`config.mk`:
```
export PLATFORM = sky130hd
export DESIGN_NAME = class_file_stream_tokenizer_flat
export DESIGN_NICKNAME = d
export VERILOG_FILES = /design/src/hw/rtl/cfst_pkg.sv /design/src/hw/rtl/cfst_if.sv /design/src/hw/rtl/class_file_stream_tokenizer.sv /design/src/flat_wrapper.sv
export SDC_FILE = /design/constraint.sdc
export NUM_CORES = 1
export LEC_CHECK = 0
export ABC_AREA = 0
export BUFFER_PORTS_ARGS = -buffer_cell sky130_fd_sc_hd__buf_2
export CAP_MARGIN = 10
export CORE_ASPECT_RATIO = 1.25
export CORE_MARGIN = 5
export CORE_UTILIZATION = 33
export DETAILED_ROUTE_END_ITERATION = 8
export PLACE_DENSITY = 0.5
export SLEW_MARGIN = 40
export SYNTH_ARGS = -nofsm -noshare
export SYNTH_HDL_FRONTEND = slang
export SYNTH_SLANG_ARGS = --single-unit
```
`constraint.sdc`:
```
create_clock -name clk -period 6.7 [get_ports clk]
set_input_delay 1.34 -clock clk [delete_from_list [all_inputs] [get_ports clk]]
set_output_delay 1.34 -clock clk [all_outputs]
set_load 0.02 [all_outputs]
```
`src/hw/rtl/cfst_pkg.sv`:
```
package cfst_pkg;

	// Token kinds. The parser section that is reading a field carries the
	// same code as the token that the field produces.
	typedef logic [4:0] kind_t;

	localparam kind_t KIND_MAGIC        = 5'd0;
	localparam kind_t KIND_MINOR        = 5'd1;
	localparam kind_t KIND_MAJOR        = 5'd2;
	localparam kind_t KIND_POOL_COUNT   = 5'd3;
	localparam kind_t KIND_TAG          = 5'd4;
	localparam kind_t KIND_UTF8_LEN     = 5'd5;
	localparam kind_t KIND_UTF8_BYTE    = 5'd6;
	localparam kind_t KIND_INTEGER      = 5'd7;
	localparam kind_t KIND_FLOAT        = 5'd8;
	localparam kind_t KIND_LONG         = 5'd9;
	localparam kind_t KIND_DOUBLE       = 5'd10;
	localparam kind_t KIND_CLASS_NAME   = 5'd11;
	localparam kind_t KIND_STRING_IDX   = 5'd12;
	localparam kind_t KIND_REF_CLASS    = 5'd13;
	localparam kind_t KIND_REF_NAT      = 5'd14;
	localparam kind_t KIND_NAT_NAME     = 5'd15;
	localparam kind_t KIND_NAT_DESC     = 5'd16;
	localparam kind_t KIND_ACCESS       = 5'd17;
	localparam kind_t KIND_THIS         = 5'd18;
	localparam kind_t KIND_SUPER        = 5'd19;
	localparam kind_t KIND_IFACE_COUNT  = 5'd20;
	localparam kind_t KIND_IFACE        = 5'd21;
	localparam kind_t KIND_FIELD_COUNT  = 5'd22;
	localparam kind_t KIND_METHOD_COUNT = 5'd23;
	localparam kind_t KIND_MEM_ACCESS   = 5'd24;
	localparam kind_t KIND_MEM_NAME     = 5'd25;
	localparam kind_t KIND_MEM_DESC     = 5'd26;
	localparam kind_t KIND_ATTR_COUNT   = 5'd27;
	localparam kind_t KIND_ATTR_NAME    = 5'd28;
	localparam kind_t KIND_ATTR_LEN     = 5'd29;
	localparam kind_t KIND_ATTR_BYTE    = 5'd30;
	localparam kind_t KIND_ERROR        = 5'd31;

	// Owner of member and attribute tokens.
	typedef logic [1:0] owner_t;

	localparam owner_t OWNER_CLASS  = 2'd0;
	localparam owner_t OWNER_FIELD  = 2'd1;
	localparam owner_t OWNER_METHOD = 2'd2;

	// Status codes.
	typedef logic [1:0] status_t;

	localparam status_t STATUS_OK        = 2'd0;
	localparam status_t STATUS_BAD_MAGIC = 2'd1;
	localparam status_t STATUS_BAD_TAG   = 2'd2;

	// Constant pool tags.
	localparam logic [7:0] TAG_UTF8      = 8'd1;
	localparam logic [7:0] TAG_INTEGER   = 8'd3;
	localparam logic [7:0] TAG_FLOAT     = 8'd4;
	localparam logic [7:0] TAG_LONG      = 8'd5;
	localparam logic [7:0] TAG_DOUBLE    = 8'd6;
	localparam logic [7:0] TAG_CLASS     = 8'd7;
	localparam logic [7:0] TAG_STRING    = 8'd8;
	localparam logic [7:0] TAG_FIELDREF  = 8'd9;
	localparam logic [7:0] TAG_METHREF   = 8'd10;
	localparam logic [7:0] TAG_IMETHREF  = 8'd11;
	localparam logic [7:0] TAG_NAT       = 8'd12;

	localparam logic [31:0] MAGIC_WORD = 32'hCAFE_BABE;

	// One result word.
	typedef struct packed {
		kind_t       token_kind;
		logic [63:0] token_value;
		logic [15:0] entry_index;
		owner_t      owner;
		status_t     status;
		logic        class_done;
	} token_t;

endpackage

```
`src/hw/rtl/cfst_if.sv`:
```
// Byte stream channel: one class-file byte per word.
interface cfst_byte_if;
	logic       valid;
	logic       ready;
	logic [7:0] data_byte;

	modport source (output valid, output data_byte, input ready);
	modport sink   (input valid, input data_byte, output ready);
endinterface

// Token channel: one parsed field or payload byte per word.
interface cfst_token_if;
	logic                 valid;
	logic                 ready;
	cfst_pkg::kind_t      token_kind;
	logic [63:0]          token_value;
	logic [15:0]          entry_index;
	cfst_pkg::owner_t     owner;
	cfst_pkg::status_t    status;
	logic                 class_done;

	modport source (output valid, output token_kind, output token_value,
		output entry_index, output owner, output status, output class_done,
		input ready);
	modport sink   (input valid, input token_kind, input token_value,
		input entry_index, input owner, input status, input class_done,
		output ready);
endinterface

```
`src/hw/rtl/class_file_stream_tokenizer.sv`:
```
// Class file stream tokenizer.
// A byte in the input register that finishes a field has its token loaded
// into the result register, as the parser state advances, once that register is free.
// Throughput: one byte per cycle while the sink takes tokens; the result register
// and the input register each take a new word in the cycle their old one moves on.
// Reset (arst_n low, asynchronous) returns the parser to waiting for a magic.
module class_file_stream_tokenizer (
	input logic             clk,
	input logic             arst_n,
	cfst_byte_if.sink       bytes,
	cfst_token_if.source    tokens
);
	import cfst_pkg::*;

	// Number of bytes in the field read by a section.
	function automatic logic [3:0] field_bytes(input kind_t s);
		logic [3:0] n;
		n = 4'd2;
		case (s)
			KIND_MAGIC, KIND_INTEGER, KIND_FLOAT, KIND_ATTR_LEN: n = 4'd4;
			KIND_LONG, KIND_DOUBLE:                                n = 4'd8;
			KIND_TAG, KIND_UTF8_BYTE, KIND_ATTR_BYTE:              n = 4'd1;
			default:                                               n = 4'd2;
		endcase
		return n;
	endfunction

	// Input register.
	logic       valid_s1;
	logic [7:0] byte_s1;

	// Result register.
	logic   valid_s2;
	token_t token_s2;

	// Parser state.
	kind_t       section_q;
	logic [2:0]  byte_pos_q;
	logic [63:0] acc_q;
	logic [15:0] pool_slot_q;
	logic [15:0] pool_total_q;
	logic [15:0] items_left_q;
	logic [15:0] item_number_q;
	logic [15:0] attrs_left_q;
	logic [15:0] attr_number_q;
	logic [31:0] payload_left_q;
	logic [7:0]  tag_q;
	owner_t      context_q;
	logic        failed_q;

	// Next-state values.
	kind_t       section_d;
	logic [2:0]  byte_pos_d;
	logic [63:0] acc_d;
	logic [15:0] pool_slot_d;
	logic [15:0] pool_total_d;
	logic [15:0] items_left_d;
	logic [15:0] item_number_d;
	logic [15:0] attrs_left_d;
	logic [15:0] attr_number_d;
	logic [31:0] payload_left_d;
	logic [7:0]  tag_d;
	owner_t      context_d;
	logic        failed_d;

	logic   emit;
	token_t token_d;

	logic out_free;
	logic fire_s1;

	// The result register is free when it is empty or its word is being taken.
	// The input register moves on under the same condition, whether or not
	// its byte produces a token, so a byte per cycle flows through.
	assign out_free    = !valid_s2 || tokens.ready;
	assign fire_s1     = valid_s1 && out_free;
	assign bytes.ready = !valid_s1 || out_free;

	always_ff @(posedge clk or negedge arst_n) begin
		if (!arst_n) begin
			valid_s1 <= 1'b0;
		end else if (bytes.ready) begin
			valid_s1 <= bytes.valid;
		end
	end

	always_ff @(posedge clk) begin
		if (bytes.ready && bytes.valid) begin
			byte_s1 <= bytes.data_byte;
		end
	end

	// One pass of the parser over the byte held in the input register.
	always_comb begin
		logic [63:0] shifted;
		logic [63:0] v;
		logic [3:0]  fb;
		logic        do_next_entry;
		logic        do_next_attr;
		logic        do_end_attrs;
		logic        done;
		logic [16:0] next_slot;
		logic [15:0] items_dec;
		logic [15:0] attrs_dec;
		logic [31:0] payload_dec;
		logic [15:0] idx;
		owner_t      own;

		section_d      = section_q;
		byte_pos_d     = byte_pos_q;
		acc_d          = acc_q;
		pool_slot_d    = pool_slot_q;
		pool_total_d   = pool_total_q;
		items_left_d   = items_left_q;
		item_number_d  = item_number_q;
		attrs_left_d   = attrs_left_q;
		attr_number_d  = attr_number_q;
		payload_left_d = payload_left_q;
		tag_d          = tag_q;
		context_d      = context_q;
		failed_d       = failed_q;
		emit           = 1'b0;
		do_next_entry  = 1'b0;
		do_next_attr   = 1'b0;
		do_end_attrs   = 1'b0;
		done           = 1'b0;
		next_slot      = 17'd0;

		shifted     = {acc_q[55:0], byte_s1};
		v           = shifted;
		fb          = field_bytes(section_q);
		items_dec   = items_left_q - 16'd1;
		attrs_dec   = attrs_left_q - 16'd1;
		payload_dec = payload_left_q - 32'd1;

		// Index and owner are taken from the state before this byte.
		idx = 16'd0;
		if (section_q >= KIND_TAG && section_q <= KIND_NAT_DESC) begin
			idx = pool_slot_q;
		end
		if (section_q == KIND_IFACE
				|| (section_q >= KIND_MEM_ACCESS && section_q <= KIND_MEM_DESC)) begin
			idx = item_number_q;
		end
		if (section_q == KIND_ATTR_COUNT
				&& (context_q == OWNER_FIELD || context_q == OWNER_METHOD)) begin
			idx = item_number_q;
		end
		if (section_q >= KIND_ATTR_NAME && section_q <= KIND_ATTR_BYTE) begin
			idx = attr_number_q;
		end
		own = OWNER_CLASS;
		if (section_q >= KIND_MEM_ACCESS && section_q <= KIND_ATTR_BYTE) begin
			own = context_q;
		end

		token_d.token_kind  = section_q;
		token_d.token_value = v;
		token_d.entry_index = idx;
		token_d.owner       = own;
		token_d.status      = STATUS_OK;
		token_d.class_done  = 1'b0;

		if (fire_s1 && !failed_q) begin
			if (({1'b0, byte_pos_q} + 4'd1) < fb) begin
				acc_d      = shifted;
				byte_pos_d = byte_pos_q + 3'd1;
			end else begin
				acc_d      = 64'd0;
				byte_pos_d = 3'd0;
				emit       = 1'b1;

				case (section_q)
					KIND_MAGIC: begin
						if (v[31:0] != MAGIC_WORD) begin
							failed_d            = 1'b1;
							token_d.token_kind  = KIND_ERROR;
							token_d.token_value = {32'd0, v[31:0]};
							token_d.entry_index = 16'd0;
							token_d.owner       = OWNER_CLASS;
							token_d.status      = STATUS_BAD_MAGIC;
						end else begin
							section_d = KIND_MINOR;
						end
					end
					KIND_MINOR:      section_d = KIND_MAJOR;
					KIND_MAJOR:      section_d = KIND_POOL_COUNT;
					KIND_POOL_COUNT: begin
						pool_total_d = v[15:0];
						pool_slot_d  = 16'd1;
						section_d    = (v[15:0] <= 16'd1) ? KIND_ACCESS : KIND_TAG;
					end
					KIND_TAG: begin
						tag_d = v[7:0];
						unique case (v[7:0]) inside
							TAG_UTF8:    section_d = KIND_UTF8_LEN;
							TAG_INTEGER: section_d = KIND_INTEGER;
							TAG_FLOAT:   section_d = KIND_FLOAT;
							TAG_LONG:    section_d = KIND_LONG;
							TAG_DOUBLE:  section_d = KIND_DOUBLE;
							TAG_CLASS:   section_d = KIND_CLASS_NAME;
							TAG_STRING:  section_d = KIND_STRING_IDX;
							TAG_FIELDREF, TAG_METHREF, TAG_IMETHREF:
								section_d = KIND_REF_CLASS;
							TAG_NAT:     section_d = KIND_NAT_NAME;
							default: begin
								failed_d            = 1'b1;
								token_d.token_kind  = KIND_ERROR;
								token_d.token_value = {56'd0, v[7:0]};
								token_d.owner       = OWNER_CLASS;
								token_d.status      = STATUS_BAD_TAG;
							end
						endcase
					end
					KIND_UTF8_LEN: begin
						payload_left_d = {16'd0, v[15:0]};
						if (v[15:0] == 16'd0) begin
							do_next_entry = 1'b1;
						end else begin
							section_d = KIND_UTF8_BYTE;
						end
					end
					KIND_UTF8_BYTE: begin
						payload_left_d = payload_dec;
						if (payload_dec == 32'd0) begin
							do_next_entry = 1'b1;
						end
					end
					KIND_REF_CLASS: section_d = KIND_REF_NAT;
					KIND_NAT_NAME:  section_d = KIND_NAT_DESC;
					KIND_INTEGER, KIND_FLOAT, KIND_LONG, KIND_DOUBLE,
					KIND_CLASS_NAME, KIND_STRING_IDX, KIND_REF_NAT, KIND_NAT_DESC:
						do_next_entry = 1'b1;
					KIND_ACCESS: section_d = KIND_THIS;
					KIND_THIS:   section_d = KIND_SUPER;
					KIND_SUPER:  section_d = KIND_IFACE_COUNT;
					KIND_IFACE_COUNT: begin
						items_left_d  = v[15:0];
						item_number_d = 16'd0;
						section_d = (v[15:0] == 16'd0) ? KIND_FIELD_COUNT : KIND_IFACE;
					end
					KIND_IFACE: begin
						item_number_d = item_number_q + 16'd1;
						items_left_d  = items_dec;
						if (items_dec == 16'd0) begin
							section_d = KIND_FIELD_COUNT;
						end
					end
					KIND_FIELD_COUNT, KIND_METHOD_COUNT: begin
						context_d = (section_q == KIND_FIELD_COUNT) ? OWNER_FIELD
							: OWNER_METHOD;
						items_left_d  = v[15:0];
						item_number_d = 16'd0;
						if (v[15:0] != 16'd0) begin
							section_d = KIND_MEM_ACCESS;
						end else if (section_q == KIND_FIELD_COUNT) begin
							section_d = KIND_METHOD_COUNT;
						end else begin
							context_d = OWNER_CLASS;
							section_d = KIND_ATTR_COUNT;
						end
					end
					KIND_MEM_ACCESS: section_d = KIND_MEM_NAME;
					KIND_MEM_NAME:   section_d = KIND_MEM_DESC;
					KIND_MEM_DESC:   section_d = KIND_ATTR_COUNT;
					KIND_ATTR_COUNT: begin
						attrs_left_d  = v[15:0];
						attr_number_d = 16'd0;
						if (v[15:0] == 16'd0) begin
							do_end_attrs = 1'b1;
						end else begin
							section_d = KIND_ATTR_NAME;
						end
					end
					KIND_ATTR_NAME: section_d = KIND_ATTR_LEN;
					KIND_ATTR_LEN: begin
						payload_left_d = v[31:0];
						if (v[31:0] == 32'd0) begin
							do_next_attr = 1'b1;
						end else begin
							section_d = KIND_ATTR_BYTE;
						end
					end
					default: begin
						// Attribute payload byte.
						payload_left_d = payload_dec;
						if (payload_dec == 32'd0) begin
							do_next_attr = 1'b1;
						end
					end
				endcase

				// Advance to the next pool slot; Long and Double take two.
				if (do_next_entry) begin
					next_slot = {1'b0, pool_slot_q}
						+ ((tag_q == TAG_LONG || tag_q == TAG_DOUBLE) ? 17'd2 : 17'd1);
					if (next_slot >= {1'b0, pool_total_q}) begin
						section_d = KIND_ACCESS;
					end else begin
						pool_slot_d = next_slot[15:0];
						section_d   = KIND_TAG;
					end
				end

				// One attribute finished.
				if (do_next_attr) begin
					attr_number_d = attr_number_q + 16'd1;
					attrs_left_d  = attrs_dec;
					if (attrs_dec == 16'd0) begin
						do_end_attrs = 1'b1;
					end else begin
						section_d = KIND_ATTR_NAME;
					end
				end

				// Attribute list finished: move to the next member, or the next
				// member list, or close the class when the list was its own.
				if (do_end_attrs) begin
					if (context_q != OWNER_FIELD && context_q != OWNER_METHOD) begin
						done = 1'b1;
					end else begin
						item_number_d = item_number_q + 16'd1;
						items_left_d  = items_dec;
						if (items_dec != 16'd0) begin
							section_d = KIND_MEM_ACCESS;
						end else if (context_q == OWNER_FIELD) begin
							section_d = KIND_METHOD_COUNT;
						end else begin
							context_d = OWNER_CLASS;
							section_d = KIND_ATTR_COUNT;
						end
					end
				end

				// Class complete: flag the token and wait for a new magic.
				if (done) begin
					token_d.class_done = 1'b1;
					section_d      = KIND_MAGIC;
					byte_pos_d     = 3'd0;
					acc_d          = 64'd0;
					pool_slot_d    = 16'd0;
					pool_total_d   = 16'd0;
					items_left_d   = 16'd0;
					item_number_d  = 16'd0;
					attrs_left_d   = 16'd0;
					attr_number_d  = 16'd0;
					payload_left_d = 32'd0;
					tag_d          = 8'd0;
					context_d      = OWNER_CLASS;
					failed_d       = 1'b0;
				end
			end
		end
	end

	always_ff @(posedge clk or negedge arst_n) begin
		if (!arst_n) begin
			section_q      <= KIND_MAGIC;
			byte_pos_q     <= 3'd0;
			acc_q          <= 64'd0;
			pool_slot_q    <= 16'd0;
			pool_total_q   <= 16'd0;
			items_left_q   <= 16'd0;
			item_number_q  <= 16'd0;
			attrs_left_q   <= 16'd0;
			attr_number_q  <= 16'd0;
			payload_left_q <= 32'd0;
			tag_q          <= 8'd0;
			context_q      <= OWNER_CLASS;
			failed_q       <= 1'b0;
		end else begin
			section_q      <= section_d;
			byte_pos_q     <= byte_pos_d;
			acc_q          <= acc_d;
			pool_slot_q    <= pool_slot_d;
			pool_total_q   <= pool_total_d;
			items_left_q   <= items_left_d;
			item_number_q  <= item_number_d;
			attrs_left_q   <= attrs_left_d;
			attr_number_q  <= attr_number_d;
			payload_left_q <= payload_left_d;
			tag_q          <= tag_d;
			context_q      <= context_d;
			failed_q       <= failed_d;
		end
	end

	// Result register: loads when free, holds while the sink stalls.
	always_ff @(posedge clk or negedge arst_n) begin
		if (!arst_n) begin
			valid_s2 <= 1'b0;
		end else if (out_free) begin
			valid_s2 <= emit;
		end
	end

	always_ff @(posedge clk) begin
		if (out_free && emit) begin
			token_s2 <= token_d;
		end
	end

	assign tokens.valid       = valid_s2;
	assign tokens.token_kind  = token_s2.token_kind;
	assign tokens.token_value = token_s2.token_value;
	assign tokens.entry_index = token_s2.entry_index;
	assign tokens.owner       = token_s2.owner;
	assign tokens.status      = token_s2.status;
	assign tokens.class_done  = token_s2.class_done;

endmodule

```
`src/flat_wrapper.sv`:
```
// flat-port wrapper written by rule: the top's interface ports become plain ports
module class_file_stream_tokenizer_flat import cfst_pkg::*;
  (clk, arst_n, bytes_valid, bytes_data_byte, bytes_ready, tokens_valid, tokens_token_kind, tokens_token_value, tokens_entry_index, tokens_owner, tokens_status, tokens_class_done, tokens_ready);
  cfst_byte_if bytes_i ();
  cfst_token_if tokens_i ();
  input logic clk;
  input logic arst_n;
  input wire logic [$bits(bytes_i.valid)-1:0] bytes_valid;
  input wire logic [$bits(bytes_i.data_byte)-1:0] bytes_data_byte;
  output wire logic [$bits(bytes_i.ready)-1:0] bytes_ready;
  output wire logic [$bits(tokens_i.valid)-1:0] tokens_valid;
  output wire logic [$bits(tokens_i.token_kind)-1:0] tokens_token_kind;
  output wire logic [$bits(tokens_i.token_value)-1:0] tokens_token_value;
  output wire logic [$bits(tokens_i.entry_index)-1:0] tokens_entry_index;
  output wire logic [$bits(tokens_i.owner)-1:0] tokens_owner;
  output wire logic [$bits(tokens_i.status)-1:0] tokens_status;
  output wire logic [$bits(tokens_i.class_done)-1:0] tokens_class_done;
  input wire logic [$bits(tokens_i.ready)-1:0] tokens_ready;
  assign bytes_i.valid = bytes_valid;
  assign bytes_i.data_byte = bytes_data_byte;
  assign bytes_ready = bytes_i.ready;
  assign tokens_valid = tokens_i.valid;
  assign tokens_token_kind = tokens_i.token_kind;
  assign tokens_token_value = tokens_i.token_value;
  assign tokens_entry_index = tokens_i.entry_index;
  assign tokens_owner = tokens_i.owner;
  assign tokens_status = tokens_i.status;
  assign tokens_class_done = tokens_i.class_done;
  assign tokens_i.ready = tokens_ready;
  class_file_stream_tokenizer u_core (.clk(clk), .arst_n(arst_n), .bytes(bytes_i), .tokens(tokens_i));
endmodule
```
==> results.tsv <==
stage	metric	value	unit
global_route	grt_pass1_vias	13900	
synth	synth_top_area_share	30.8	%
synth	synth_async_sr_flop_share	67.7	%
die	die_h	261	µm
layout	final_nets	1831	
worst_setup_path	endpoint_kind	flop	
synth	synth_flop_cell	dfrtp_1	
worst_setup_path	crit_required	7.11	ns
die	rows	92	
detailed_routing	drt_iter0_drc	1241	
cts	cts_buffers	35	
layout	areaGrowthSynthToFinish	13.8	%
worst_setup_path	cp.arrival	5.64	ns
timing	holdWs	0.466	ns
worst_setup_path	crit_type	reg2reg	
worst_setup_path	worstRegToRegCells	21	
flow_run	cap_viol_max_count	0	
die	io_pins	104	
timing	max_freq	191	MHz
outcome	status	completed	
die	die_area	55200	µm²
worst_setup_path	r2r-end	u_core.pool_slot_q[4]$_DFFE_PN0P_	
worst_setup_path	r2r_slack	1.47	ns
place	gp_congestion	0.906	
layout	layout_commonest_cell	dfrtp_1	
cts	cts_resized	0	
worst_setup_path	cp_common_cell	inv_1	
worst_hold_path	min-delay-start	u_core.failed_q$_DFFE_PN0P_	
detailed_routing	routed_wl	54500	µm
worst_hold_path	hold_class	reg2reg	
timing	hold_viol_final	0	
cts	clk_pin_slew	0.06	ns
timing	fin_tns_setup	0	ns
global_route	grt_usage	19.4	%
worst_setup_path	critPathSlowestCell	o2111a_1	
power_and_ir_drop	vdd_drop_max	200	µV
synth	syn_nets	1787	
die	start_util	33.2	%
layout	diodes	0	
timing	max_slew_margin	45.0	%
worst_hold_path	hold_depth	1	
synth	syn_area_per_cell	9.59	µm²
synth	syn_area	16700	µm²
synth	synth.yosys.warnings	0	
timing	fin_skew	0.0293	ns
worst_setup_path	cp_slowest_stage_delay	0.65	ns
place	place_area	17800	µm²
synth	synth_edf_count	98	
layout	drive_above_1_share	12.5	%
cts	cts_tree	done	
synth	ys_seq_elements	303	
synth	ys_seq_area_share	48.4	%
layout	final_cell_area	19000	µm²
global_route	grt_overflow	0	
detailed_routing	routedWlPerCell	22.1	µm
timing	layout_min_cycle_time	5.23	ns
power_and_ir_drop	power_density	448	nW/µm²
synth	ys_top_cells_by_area	dfrtp_1, edfxtp_1, a22o_1, o21ai_0, nor2_1	
cts	postCtsSetupBuffers	0	
worst_setup_path	critPathMaxFanout	18	
worst_setup_path	start_kind	flop	
cts	htreeDepth	2	
detailed_routing	vias_per_cell	5.75	
layout	final_util	37.7	%
worst_setup_path	rr_startpoint	u_core.tag_q[1]$_DFFE_PN0P_	
global_route	antenna_found_initial	0	
global_route	grt_pass1_wl	84500	µm
cts	cts_sinks	303	
cts	clockRootBuffer	clkbuf_16	
die	core	50300	µm²
detailed_routing	vias	14200	
synth	syn_inst	1739	
synth	ys_types	79	
timing	tightest_slew	0.817	ns
layout	most-common-layout-cells	dfrtp_1, o21ai_0, nor2_1, nand2_1, a22o_1	
place	dp_hpwl	36700	µm
power_and_ir_drop	p_leak	7.85	nW
synth	synth.largest_area_cell	dfrtp_1	
timing	rsz0062_at_grt	false	
timing	post-route-period-util	78.1	%
timing	report.final.slew_viol_count	0	
global_route	grt_max_degree	109	
die	die_w	211	µm
place	io_buffers	103	
cts	cts_buffer_depth	3	
cts	cts-hold-fix-buffers	0	
detailed_routing	first_pass_iters	8	
worst_setup_path	path_cells	xor2_1, and4b_1, inv_1, ha_1, inv_1, fa_1, and3b_1, and3_1, and3_1, nand3_1, xnor2_1, ha_1, a21o_1, a21oi_1, nor2b_1, o21ai_0, a41o_1, o2111a_1, inv_1, o2111ai_1, o311ai_0	
timing	finalSetupViolations	0	
cts	clock_latency	0.58	ns
worst_hold_path	min_to	u_core.failed_q$_DFFE_PN0P_	
detailed_routing	drc	0	
detailed_routing	ant_nets	0	
[cells in the mapped netlist (all sizes together), types with 6 or more instances]
cell type / n
clkbuf: 102
buf: 23
a211oi: 7
or3: 17
nand3b: 6
o31ai: 16
nor3: 61
nand4b: 6
nor2: 122
edfxtp: 98
o2bb2ai: 8
o211ai: 7
o21a: 12
o2111ai: 8
o22ai: 11
or2: 9
ha: 35
inv: 68
nor3b: 8
a21oi: 70
xnor2: 21
and2: 67
a222oi: 20
a22o: 107
or4: 16
nand2b: 19
nor2b: 23
nand2: 120
nor4: 39
o21ai: 172
a221o: 12
nand4: 23
a22oi: 20
and3: 38
nand3: 43
xor2: 20
a31oi: 11
dfrtp: 205
[cell families after synthesis]
| kind of cell | synth area share [%] |
|---|---|
| xor gates and xnor gates | 2.15 |
| and+or+nand+nor | 20.3 |
| muxes | 0.368 |
| DFF | 48.4 |
| AOI/OAI and AO/OA | 21.5 |
| buffers and inverters | 4.58 |
| adders and majority gates | 2.75 |
[report_power, final]
group | internal [mW] | switching, mW | total (mW) | leakage (nW)
combinational | 1.25 | 2.23 | 3.49 | 3.67
clock | 1.09 | 0.845 | 1.93 | 0.549
sequential | 2.49 | 0.599 | 3.09 | 3.63
[worst max path at each step]
stage	from	endpoint	slack, ns	depth (start not counted)
2_1_floorplan	u_core.section_q[4]$_DFFE_PN0P_	u_core.section_q[3]$_DFFE_PN0P_	0.85	15
3_3_place_gp	u_core.tag_q[1]$_DFFE_PN0P_	u_core.pool_slot_q[2]$_DFFE_PN0P_	1.63	19
3_5_place_dp	u_core.tag_q[1]$_DFFE_PN0P_	u_core.pool_slot_q[4]$_DFFE_PN0P_	1.48	21
4_1_cts	u_core.tag_q[1]$_DFFE_PN0P_	u_core.pool_slot_q[4]$_DFFE_PN0P_	1.45	21
5_1_grt	u_core.tag_q[1]$_DFFE_PN0P_	u_core.pool_slot_q[4]$_DFFE_PN0P_	1.05	21
6_report	u_core.tag_q[1]$_DFFE_PN0P_	u_core.pool_slot_q[4]$_DFFE_PN0P_	1.47	21
[routing by layer]
metal,GRT usage [%],part of all wire [%],vias to the layer above
met5,0,0,-
met4,8.61,4.6,0
met3,2.73,4.9,121
met2,33.2,49,449
met1,24.5,42,7020
li1,-,-,6599
[critical path, delay by kind of cell (launching register included)]
| family | cells | cell delay, ns |
|---|---|---|
| flops | 1 | 0.38 |
| xor+xnor | 2 | 0.33 |
| compound gates | 7 | 1.75 |
| buf+inv | 3 | 0.52 |
| fa+ha+maj | 3 | 0.92 |
| simple gates | 6 | 1.22 |
[state kept, by name, indices dropped and copies added (netlist names)]
register / count
u_core.tokens.token_kind: 5
u_core.tokens.status: 2
u_core.attr_number_q: 16
u_core.tokens.entry_index: 16
u_core.failed_q: 1
u_core.tokens.token_value: 64
u_core.section_q: 5
u_core.pool_total_q: 16
u_core.pool_slot_q: 16
u_core.tokens.owner: 2
u_core.item_number_q: 16
u_core.tokens.valid: 1
u_core.tag_q: 8
u_core.byte_s1: 8
u_core.items_left_q: 16
u_core.valid_s1: 1
u_core.context_q: 2
u_core.attrs_left_q: 16
u_core.acc_q: 56
u_core.byte_pos_q: 3
u_core.tokens.class_done: 1
u_core.payload_left_q: 32
[metrics by stage]
stage,setup slack (ns),cells,total power [mW]
floorplan,0.852,1739,5.43
global placement,1.63,2404,6.54
detailed placement,1.48,2404,6.59
CTS,1.45,2468,8.57
global route,1.05,2468,9.08
finish,1.47,2468,8.51
[final cells by class]
type	instances	area, µm²
fill	5010	31300
clock buffer	45	933
clock inverter	19	201
timing repair buffer	132	766
sequential	303	8080
tap	658	823
multi-input combinational	1241	7920
inverter	70	265
Power figures use the tool's default switching activity.
